## src/rtl/core/upc_pkg.sv

```systemverilog
// shared types, constants and character helpers for the percent codec
package upc_pkg;

	localparam int UPC_QUEUE_DEPTH = 2;
	localparam int UPC_MAX_BYTES   = 3;

	localparam logic [7:0] PCT_CHAR = 8'h25;

	typedef struct packed {
		logic [UPC_MAX_BYTES-1:0][7:0] data;
		logic [1:0]                    count;
		logic                          last;
	} upc_cmd_t;

	function automatic logic is_plain_byte(input logic [7:0] b);
		return (b inside {[8'h61:8'h7a], [8'h41:8'h5a], [8'h30:8'h39]}) ||
			b == 8'h2d || b == 8'h2e || b == 8'h5f || b == 8'h7e;
	endfunction

	function automatic logic is_hex(input logic [7:0] b);
		return b inside {[8'h30:8'h39], [8'h61:8'h66], [8'h41:8'h46]};
	endfunction

	function automatic logic [3:0] nibble_of(input logic [7:0] b);
		logic [7:0] v;
		v = 8'h00;
		if (b inside {[8'h30:8'h39]}) begin
			v = b - 8'h30;
		end else if (b inside {[8'h61:8'h66]}) begin
			v = b - 8'h57;
		end else begin
			v = b - 8'h37;
		end
		return v[3:0];
	endfunction

	function automatic logic [7:0] hex_upper(input logic [3:0] n);
		logic [7:0] r;
		case (n)
			4'h0: r = 8'h30;
			4'h1: r = 8'h31;
			4'h2: r = 8'h32;
			4'h3: r = 8'h33;
			4'h4: r = 8'h34;
			4'h5: r = 8'h35;
			4'h6: r = 8'h36;
			4'h7: r = 8'h37;
			4'h8: r = 8'h38;
			4'h9: r = 8'h39;
			4'ha: r = 8'h41;
			4'hb: r = 8'h42;
			4'hc: r = 8'h43;
			4'hd: r = 8'h44;
			4'he: r = 8'h45;
			default: r = 8'h46;
		endcase
		return r;
	endfunction

endpackage

```

## src/rtl/core/upc_front.sv

```systemverilog
// front end: accepts bytes, tracks decode escape state, builds output commands
module upc_front (
	input  logic              clk,
	input  logic              arst_n,
	input  logic              cfg_we,
	input  logic              cfg_wdata,
	input  logic              in_valid,
	output logic              in_ready,
	input  logic [7:0]        in_byte,
	input  logic              in_last,
	input  logic              full,
	output logic              push,
	output upc_pkg::upc_cmd_t push_cmd
);
	import upc_pkg::*;

	localparam logic [1:0] PH_NONE  = 2'd0;
	localparam logic [1:0] PH_PCT   = 2'd1;
	localparam logic [1:0] PH_DIGIT = 2'd2;

	logic       direction_q;
	logic [1:0] phase_q;
	logic [7:0] held_q;
	logic [1:0] phase_d;
	logic [7:0] held_d;
	logic [1:0] n;
	logic       rescan;
	logic       take;

	assign in_ready = !full;
	assign take     = in_valid && in_ready;

	always_comb begin
		push_cmd = '0;
		n        = 2'd0;
		rescan   = 1'b0;
		phase_d  = PH_NONE;
		held_d   = 8'h00;
		if (!direction_q) begin
			if (is_plain_byte(in_byte)) begin
				push_cmd.data[0] = in_byte;
				n = 2'd1;
			end else begin
				push_cmd.data[0] = PCT_CHAR;
				push_cmd.data[1] = hex_upper(in_byte[7:4]);
				push_cmd.data[2] = hex_upper(in_byte[3:0]);
				n = 2'd3;
			end
		end else begin
			case (phase_q)
				PH_PCT: begin
					if (is_hex(in_byte)) begin
						phase_d = PH_DIGIT;
						held_d  = in_byte;
					end else begin
						push_cmd.data[n] = PCT_CHAR;
						n = n + 2'd1;
						rescan = 1'b1;
					end
				end
				PH_DIGIT: begin
					// held byte is always a hex digit here
					if (is_hex(in_byte)) begin
						push_cmd.data[n] = {nibble_of(held_q), nibble_of(in_byte)};
						n = n + 2'd1;
					end else begin
						push_cmd.data[n] = PCT_CHAR;
						n = n + 2'd1;
						push_cmd.data[n] = held_q;
						n = n + 2'd1;
						rescan = 1'b1;
					end
				end
				default: begin
					rescan = 1'b1;
				end
			endcase
			if (rescan) begin
				if (in_byte == PCT_CHAR) begin
					phase_d = PH_PCT;
				end else begin
					push_cmd.data[n] = in_byte;
					n = n + 2'd1;
				end
			end
			// end of string flushes whatever escape is still open
			if (in_last) begin
				if (phase_d != PH_NONE) begin
					push_cmd.data[n] = PCT_CHAR;
					n = n + 2'd1;
				end
				if (phase_d == PH_DIGIT) begin
					push_cmd.data[n] = held_d;
					n = n + 2'd1;
				end
				phase_d = PH_NONE;
				held_d  = 8'h00;
			end
		end
		push_cmd.count = n;
		push_cmd.last  = in_last;
	end

	assign push = take && (n != 2'd0);

	always_ff @(posedge clk or negedge arst_n) begin
		if (!arst_n) begin
			direction_q <= 1'b0;
			phase_q     <= PH_NONE;
			held_q      <= 8'h00;
		end else if (cfg_we) begin
			direction_q <= cfg_wdata;
			phase_q     <= PH_NONE;
			held_q      <= 8'h00;
		end else if (take) begin
			phase_q <= phase_d;
			held_q  <= held_d;
		end
	end

endmodule

```

## src/rtl/core/upc_queue.sv

```systemverilog
// small register queue of commands between front and back
module upc_queue #(
	parameter int DEPTH = upc_pkg::UPC_QUEUE_DEPTH
) (
	input  logic              clk,
	input  logic              arst_n,
	input  logic              push,
	input  upc_pkg::upc_cmd_t push_cmd,
	output logic              full,
	input  logic              pop,
	output logic              head_valid,
	output upc_pkg::upc_cmd_t head_cmd
);
	import upc_pkg::*;

	localparam int PW = (DEPTH > 1) ? $clog2(DEPTH) : 1;
	localparam int CW = $clog2(DEPTH + 1);
	localparam logic [PW-1:0] LAST_PTR = PW'(DEPTH - 1);
	localparam logic [CW-1:0] FULL_CNT = CW'(DEPTH);

	upc_cmd_t        slot_q [DEPTH];
	logic [PW-1:0]   wr_ptr_q;
	logic [PW-1:0]   rd_ptr_q;
	logic [CW-1:0]   cnt_q;

	assign full       = cnt_q == FULL_CNT;
	assign head_valid = cnt_q != '0;
	assign head_cmd   = slot_q[rd_ptr_q];

	always_ff @(posedge clk) begin
		if (push) begin
			slot_q[wr_ptr_q] <= push_cmd;
		end
	end

	always_ff @(posedge clk or negedge arst_n) begin
		if (!arst_n) begin
			wr_ptr_q <= '0;
			rd_ptr_q <= '0;
			cnt_q    <= '0;
		end else begin
			if (push) begin
				wr_ptr_q <= (wr_ptr_q == LAST_PTR) ? '0 : wr_ptr_q + PW'(1);
			end
			if (pop) begin
				rd_ptr_q <= (rd_ptr_q == LAST_PTR) ? '0 : rd_ptr_q + PW'(1);
			end
			if (push && !pop) begin
				cnt_q <= cnt_q + CW'(1);
			end else if (pop && !push) begin
				cnt_q <= cnt_q - CW'(1);
			end
		end
	end

endmodule

```

## src/rtl/core/upc_back.sv

```systemverilog
// back end: walks the bytes of each command into the output register
module upc_back (
	input  logic              clk,
	input  logic              arst_n,
	input  logic              head_valid,
	input  upc_pkg::upc_cmd_t head_cmd,
	output logic              pop,
	output logic              out_valid,
	input  logic              out_ready,
	output logic [7:0]        out_byte,
	output logic              run_last,
	output logic              string_last
);
	import upc_pkg::*;

	logic [1:0] idx_q;
	logic       load;
	logic       fin;

	assign load = head_valid && (!out_valid || out_ready);
	assign fin  = idx_q == (head_cmd.count - 2'd1);
	assign pop  = load && fin;

	always_ff @(posedge clk or negedge arst_n) begin
		if (!arst_n) begin
			idx_q     <= 2'd0;
			out_valid <= 1'b0;
		end else begin
			if (load) begin
				out_valid <= 1'b1;
				idx_q     <= fin ? 2'd0 : idx_q + 2'd1;
			end else if (out_ready) begin
				out_valid <= 1'b0;
			end
		end
	end

	always_ff @(posedge clk) begin
		if (load) begin
			out_byte    <= head_cmd.data[idx_q];
			run_last    <= fin;
			string_last <= fin && head_cmd.last;
		end
	end

endmodule

```

## src/rtl/core/url_percent_codec_top.sv

```systemverilog
// top level of the percent codec: front end, command queue and back end
// an accepted item goes into the command queue, then its first byte into the output register
// throughput: one item per cycle while each gives one byte and out_ready stays high;
// an item that gives more bytes, at most three, holds the output register until all have left
// decode items that only extend an escape push no command and give no transfer
// reset clears direction to encode, the escape state, the queue and out_valid
module url_percent_codec_top #(
	parameter int QUEUE_DEPTH = upc_pkg::UPC_QUEUE_DEPTH
) (
	input  logic       clk,
	input  logic       arst_n,
	input  logic       cfg_we,
	input  logic       cfg_wdata,
	input  logic       in_valid,
	output logic       in_ready,
	input  logic [7:0] in_byte,
	input  logic       in_last,
	output logic       out_valid,
	input  logic       out_ready,
	output logic [7:0] out_byte,
	output logic       run_last,
	output logic       string_last
);
	import upc_pkg::*;

	logic     push;
	upc_cmd_t push_cmd;
	logic     full;
	logic     pop;
	logic     head_valid;
	upc_cmd_t head_cmd;

	upc_front u_front (
		.clk      (clk),
		.arst_n   (arst_n),
		.cfg_we   (cfg_we),
		.cfg_wdata(cfg_wdata),
		.in_valid (in_valid),
		.in_ready (in_ready),
		.in_byte  (in_byte),
		.in_last  (in_last),
		.full     (full),
		.push     (push),
		.push_cmd (push_cmd)
	);

	upc_queue #(.DEPTH(QUEUE_DEPTH)) u_queue (
		.clk       (clk),
		.arst_n    (arst_n),
		.push      (push),
		.push_cmd  (push_cmd),
		.full      (full),
		.pop       (pop),
		.head_valid(head_valid),
		.head_cmd  (head_cmd)
	);

	upc_back u_back (
		.clk        (clk),
		.arst_n     (arst_n),
		.head_valid (head_valid),
		.head_cmd   (head_cmd),
		.pop        (pop),
		.out_valid  (out_valid),
		.out_ready  (out_ready),
		.out_byte   (out_byte),
		.run_last   (run_last),
		.string_last(string_last)
	);

endmodule

```

## config.mk

```make
export PLATFORM = sky130hd
export DESIGN_NAME = url_percent_codec_top
export DESIGN_NICKNAME = d
export VERILOG_FILES = /design/src/rtl/core/upc_pkg.sv /design/src/rtl/core/upc_front.sv /design/src/rtl/core/upc_queue.sv /design/src/rtl/core/upc_back.sv /design/src/rtl/core/url_percent_codec_top.sv
export SDC_FILE = /design/constraint.sdc
export NUM_CORES = 1
export LEC_CHECK = 0
export ABC_CLOCK_PERIOD_IN_PS = 12660
export BUFFER_PORTS_ARGS = -buffer_cell sky130_fd_sc_hd__buf_2
export CAP_MARGIN = 20
export CORE_ASPECT_RATIO = 1.4
export CORE_UTILIZATION = 55
export DETAILED_ROUTE_END_ITERATION = 6
export PLACE_DENSITY = 0.73
export SETUP_SLACK_MARGIN = 0.2
export SYNTH_ARGS = -nofsm -noshare
export SYNTH_HDL_FRONTEND = slang
export SYNTH_HIERARCHICAL = 1
export SYNTH_SLANG_ARGS = --single-unit
```

## constraint.sdc

```tcl
create_clock -name clk -period 12.66 [get_ports clk]
set_input_delay 3.165 -clock clk [delete_from_list [all_inputs] [get_ports clk]]
set_output_delay 3.165 -clock clk [all_outputs]
set_load 0.03 [all_outputs]
```

Word-level counts from Yosys, hierarchy flattened
Memory sizes are Yosys's and may differ from the RTL's. Cells that the tools add are included.

Flip-flop bits (word level): 28. Bits in latches: 0. Memory bits (writable): 54. Bits in read-only memories: 224. Bits of input ports: 15. Output and inout port bits: 12. Word-level logic and storage cells: 170. Memories kept: 3.

Memory list: (no name shown) (depth 16, bits a word 7, rd ports 1, clocked after Yosys merged registers in 0, wr ports 0, line upc_pkg.sv:39) `case (n)`; (no name shown) (depth 16, bits a word 7, rd ports 1, clocked after Yosys merged registers in 0, wr ports 0, line upc_pkg.sv:39); u_queue.slot_q (depth 2, bits a word 27, rd ports 1, clocked after Yosys merged registers in 0, wr ports 1, line upc_queue.sv:21) `upc_cmd_t slot_q [DEPTH];`.

$add $sub $neg: 15. Multipliers: 0. Div/mod/pow operators: 0. Order comparisons: 19. Equal/unequal tests: 10. Shift-type cells: 0. Muxes and demuxes: 74. Bitwise gates (word level): 3. Reductions and logical operators: 35.

Operators by type and width (count): 24-bit 2-to-1 mux (9); 8-bit 2-to-1 mux (17); 24-bit bitwise mux (2); 8-bit demux with 2-bit select (3); 2-bit 2-to-1 mux (24); 8-bit by 7-bit <= comparator with 1-bit output (second input constant) (5); 8-bit by 6-bit == test with 1-bit output (second input constant) (3); 8-bit by 7-bit greater-or-equal comparator with 1-bit output (second input constant) (3); 1-bit logical AND (17); 8-bit binary-select mux with 2-bit select (1); 8-bit by 7-bit == test with 1-bit output (second input constant) (2); 8-bit by 6-bit greater-or-equal comparator with 1-bit output (second input constant) (2); 8-bit by 6-bit <= comparator with 1-bit output (second input constant) (2); 16-bit 2-to-1 mux (1); 4-bit 2-to-1 mux (4); 8-bit case mux with 2 select lines (1); 4-bit by 3-bit subtractor with 4-bit output (second input constant) (4); 15-bit bitwise AND (1); 15-bit NOT (1); 2-bit by 3-bit < comparator with 1-bit output (second input constant) (4); 2-bit nonzero test (6); 2-bit by 1-bit adder with 2-bit output (second input constant) (5); 1-bit 2-to-1 mux (10); 9-bit OR (1); other kinds (13) (28).

Depth between registers and ports, before layout
Depth in word-level cells: 24. Mapped depth: 27. Gate-level depth less buffers: 25.

Cells and area by module
Netlist, hierarchy kept.

Modules (own cells, without submodules): upc_front (instances 1, cells each 334, area each 2457.4 sq um, sequential area each 275.3 sq um); upc_queue (instances 1, cells each 100, area each 2237.1 sq um, sequential area each 1721.7 sq um); upc_back (instances 1, cells each 59, area each 664.4 sq um, sequential area each 375.4 sq um).

Least setup slack after synthesis
OpenSTA, ideal clock, no wires.

Path type: input -> register. Start point: input port in_byte[1]. End point: memory u_queue/slot_q[0][0] (netlist bit), enable pin. Setup time: 0.414 ns. Arrival: 8.834 ns. Data required time: 12.246 ns. Path slack: 3.412 ns. Stages: 23. Path buffers: 1. Cell sequence: clkbuf_1 inv_1 ha_1 or4b_4 a311oi_2 a21oi_2 nor3_4 nand2_1 and2_1 ha_1 nand2_1 o22ai_1 inv_1 ha_1 a21boi_0 a211oi_1 inv_1 ha_1 nand2b_1 o21ai_0 a21oi_1 o2bb2ai_1 nor2b_1.

Word-level cells in the longest chain between the ends: 22. Elaborated cells on any way between the ends: 55. Classes of those cells: add/sub (3); order compare (8); eq/ne (6); mux (24); reduce/logical (14).

RTL lines: from (decl) (line url_percent_codec_top.sv:16) `input logic [7:0] in_byte,`; 8-bit by 6-bit greater-or-equal comparator with 1-bit output, or another cell as far along (line upc_pkg.sv:16, upc_pkg.sv:21); 1-bit logical AND, on equally long branches (line upc_pkg.sv:16, upc_pkg.sv:21); 3-bit nonzero test (line upc_pkg.sv:21) `return b inside {[8'h30:8'h39], [8'h61:8'h66], [8'h41:8'h46]};`; 2-bit 2-to-1 mux or 1-bit 2-to-1 mux (tied branches) (line upc_front.sv:63, upc_front.sv:52); 2-bit case mux with 2 select lines (line upc_front.sv:50) `case (phase_q)`; 2-bit 2-to-1 mux (line upc_front.sv:39) `if (!direction_q) begin`; 2-bit by 1-bit adder with 2-bit output (line upc_front.sv:83) `n = n + 2'd1;`; 2-bit 2-to-1 mux (line upc_front.sv:79) `if (in_byte == PCT_CHAR) begin`; [... 7 more ...]; 2-bit 2-to-1 mux (line upc_front.sv:92) `if (phase_d == PH_DIGIT) begin`; 2-bit 2-to-1 mux (line upc_front.sv:87) `if (in_last) begin`; 2-bit 2-to-1 mux (*) (line upc_front.sv:39); 2-bit nonzero test (*) (line upc_front.sv:104) `assign push = take && (n != 2'd0);`; 1-bit logical AND (*) (line upc_front.sv:104); via push (line url_percent_codec_top.sv:26) `logic push;`; 1-bit 2-to-1 mux (*) (line upc_queue.sv:31) `if (push) begin`; 1-bit 2-to-1 mux (implied by the code) (*) (line upc_queue.sv:32) `slot_q[wr_ptr_q] <= push_cmd;`; to (decl) (line upc_queue.sv:21).

Mark *: on every way through the listed nets, which the timed path passes. The rest lies on a longest branch. The select of a mux whose other input is x is not followed.

Worst setup path in the final report
Start point: input port in_byte[1]. End point: memory u_queue/slot_q[0][4] (netlist bit), enable pin.

Same word-level chain as after synthesis.

==> flow_metrics.env <==
export IMPL_fin_tns_setup_ps=0
export IMPL_worstPathArrival_ps=8840
export IMPL_grt_pass1_vias=3838
export IMPL_finClkSkew_ps=5.94
export IMPL_worstHoldPathType="flip-flop to flip-flop"
export IMPL_crit_chain="buf_2, inv_1, ha_1, o21bai_1, a21boi_0, o21ai_1, nand3_1, nand2_1, and2_1, ha_1, nand2_1, o22ai_1, inv_1, ha_1, a21boi_0, a211oi_1, inv_1, ha_1, nand2b_1, o21ai_0, a21oi_1, o2bb2ai_1, nor2b_2, buf_4"
export IMPL_final_common_cell="edfxtp_1"
export IMPL_leakagePower_nw=2.24
export IMPL_postPlaceCellArea_um2=5490
export IMPL_area_delta_synth_final_pct=7.61
export IMPL_numCtsBuffers=9
export IMPL_slowest_stage="o21ai_1"
export IMPL_postCtsSetupRepairBufs=0
export IMPL_worstPathRequired_ps=12650
export IMPL_antenna_left=0
export IMPL_slew_headroom_pct=31.2
export IMPL_drt_iter0_markers=370
export IMPL_grt_use_met3_pct=4.33
export IMPL_yosysUniqueCellTypes=74
export IMPL_wl_per_cell_um=20.1
export IMPL_fin_nets=546
export IMPL_core_area_um2=9460
export IMPL_grt_max_degree=29
export IMPL_fmaxAchievable_mhz=113
export IMPL_rsz0062_at_grt="false"
export IMPL_crit_top_cell="ha_1"
export IMPL_root_buffer="clkbuf_16"
export IMPL_vias=4038
export IMPL_synthAdderAreaFrac_pct=6.07
export IMPL_synth_xor_area_share_pct=1.80
export IMPL_mostFrequentLayoutCells="edfxtp_1 (64), nand2_1 (44), o21ai_0 (32)"
export IMPL_cts_hold_buf=0
export IMPL_syn_inst=493
export IMPL_die_area_um2=10100
export IMPL_h_tree_depth=3
export IMPL_peakVddDrop_mv=0.0898
export IMPL_clk_pin_slew_ps=60
export IMPL_avgSynthCellArea_um2=10.9
export IMPL_final_area_um2=5770
export IMPL_num_antenna_cells=0
export IMPL_routed_wl_um=12500
export IMPL_syn_area_um2=5360
export IMPL_crit_path_end_kind="flip-flop"
export IMPL_fin_crit_sh_pct=69.8
export IMPL_setup_viol=0
export IMPL_ys_seq_area_share_pct=44.3
export IMPL_register_area_um2=2370
export IMPL_start_util_pct=56.7
export IMPL_drive_gt1_share_pct=18.1
export IMPL_timing_final_crit_period_ps=8840
export IMPL_multi_input_area_um2=2740
export IMPL_synthArstFlopShare_pct=22.0
export IMPL_synth_simple_area_share_pct=13.8
export IMPL_hold_ws_ps=488
export IMPL_critPathBufInv=5
export IMPL_p_per_area_nw_per_um2=173
export IMPL_crit_path_start_kind="input pin"
export IMPL_viasPerCell=6.52
export IMPL_cp_top_family="compound AO/OA/AOI/OAI gates"
export IMPL_synth_top_family_by_area="compound AO/OA/AOI/OAI gates"
export IMPL_synth_seq_cells=82
export IMPL_num_rows=42
export IMPL_worst_pin_slew_ps=1020
export IMPL_drv_cap=0
export IMPL_muxShareOfSynthArea_pct=9.46
export IMPL_syn_nets=534
export IMPL_slowest_delay_ps=870
export IMPL_grt_busiest_layer="met2"
export IMPL_antenna_found_initial=0
export IMPL_grt_use_met1_pct=31.0
export IMPL_synth_edf_count=64
export IMPL_hold_violations=0
export IMPL_pre_cts_slack_ps=3620
export IMPL_synth_compound_area_share_pct=19.9
export IMPL_gp_congestion=0.920
export IMPL_status="complete, no violations"
export IMPL_path_max_fanout=27
export IMPL_grt_pass1_wl_um=20000
export IMPL_chipWidth_um=85.4
export IMPL_first_pass_iters=5
export IMPL_clock_sinks=82
export IMPL_portBuffers=26
export IMPL_worstSetupPathType="input pin to flip-flop"
export IMPL_drcViolationCount=0
export IMPL_layout_setup_ws_ps=3820
export IMPL_io_pins=27
export IMPL_ys_warn_count=6
export IMPL_grt_usage_pct=26.1
export IMPL_worst_skew_pair_late_latency_ps=330
export IMPL_die_y_um=119
export IMPL_ys_flop_type="edfxtp_1"
export IMPL_place_hpwl_um=9120
export IMPL_cts_tree="done"
export IMPL_gr_total_overflow=0
export IMPL_cts_resized=0
export IMPL_nFillCells=792
export IMPL_slew_violations=0
export IMPL_clk_path_buf_depth=2
export IMPL_grt_use_met2_pct=42.9
## flip-flops by register name (all words and copies together), names as in the netlist
signal / flops
u_back/string_last: 1
u_queue/slot_q: 54
u_queue/rd_ptr_q: 1
u_front/direction_q: 1
u_back/out_byte: 8
u_front/phase_q: 2
u_back/run_last: 1
u_back/idx_q: 2
u_queue/wr_ptr_q: 1
u_front/held_q: 8
u_back/out_valid: 1
u_queue/cnt_q: 2
## worst paths after layout
path,startpoint,endpoint,slack (ps),cells past startpoint
max in group asynchronous,arst_n,u_front/held_q[4]$_DFFE_PN0P_,9590,1
min reg2reg,u_queue/cnt_q[1]$_DFFE_PN0P_,u_queue/cnt_q[1]$_DFFE_PN0P_,490,1
max reg2reg,u_front/phase_q[0]$_DFFE_PN0P_,u_queue/slot_q[0][4]$_DFFE_PP_,7500,19
min in group asynchronous,arst_n,u_front/phase_q[0]$_DFFE_PN0P_,2770,1
min,u_queue/cnt_q[1]$_DFFE_PN0P_,u_queue/cnt_q[1]$_DFFE_PN0P_,490,1
max,in_byte[1],u_queue/slot_q[0][4]$_DFFE_PP_,3820,24
## kinds of logic (layout without fill, tap and decap cells)
group | after synthesis | after routing
simple gates | 137 | 137
buf+inv | 52 | 68
fa+ha+maj | 26 | 26
flops | 82 | 82
compound gates | 145 | 145
mux | 40 | 40
xor+xnor | 11 | 11
## synthesized netlist by cell type (4+ instances only)
library cell	number	area [um2]
inv_1	23	86.3
nand2_1	44	165
nand2b_1	10	62.6
a31oi_1	6	37.5
and2_1	6	37.5
nor3_1	4	20.0
dfrtp_1	18	450
nor2_1	18	67.6
o211ai_1	6	45.0
xor2_1	6	52.6
a22o_1	11	96.3
a22oi_1	6	45.0
a21oi_1	21	105
mux2i_1	12	120
mux2_4	19	285
edfxtp_1	64	1920
and3_1	4	25.0
ha_1	26	325
o21bai_1	4	30.0
xnor2_1	5	43.8
nor2b_1	11	68.8
clkbuf_1	20	75.1
o21a_1	5	37.5
mux2_2	9	101
o21ai_0	32	160
a31o_2	5	43.8
nand3_1	14	70.1
or3_1	4	25.0
## stage by stage
step	power, mW	instances	util [%]
6_report	0.997	619	61.0
4_1_cts	1.00	619	61.0
2_1_floorplan	0.700	493	-
3_5_place_dp	0.758	604	58.0
3_3_place_gp	0.749	603	58.0
5_1_grt	1.04	619	61.0
## report_power, final
| part | internal, mW | leakage (nW) | switching [mW] |
|---|---|---|---|
| clock network | 0.151 | 0.130 | 0.0925 |
| registers | 0.389 | 0.839 | 0.0371 |
| logic | 0.140 | 1.27 | 0.188 |
## routing by layer
layer	share of wire (%)	wire [um]
met1	39	4850
met2	50	6210
met3	5.3	658
met4	6.0	742
met5	0	0
## cell type report
type	count	share of cell area [%]
multi-input combinational	359	47.5
sequential	82	41.1
clock buffer	12	4.10
timing repair buffer	30	2.71
tap	110	2.39
inverter	23	1.50
clock inverter	3	0.716
No activity file was read; power rests on OpenSTA's default activity.
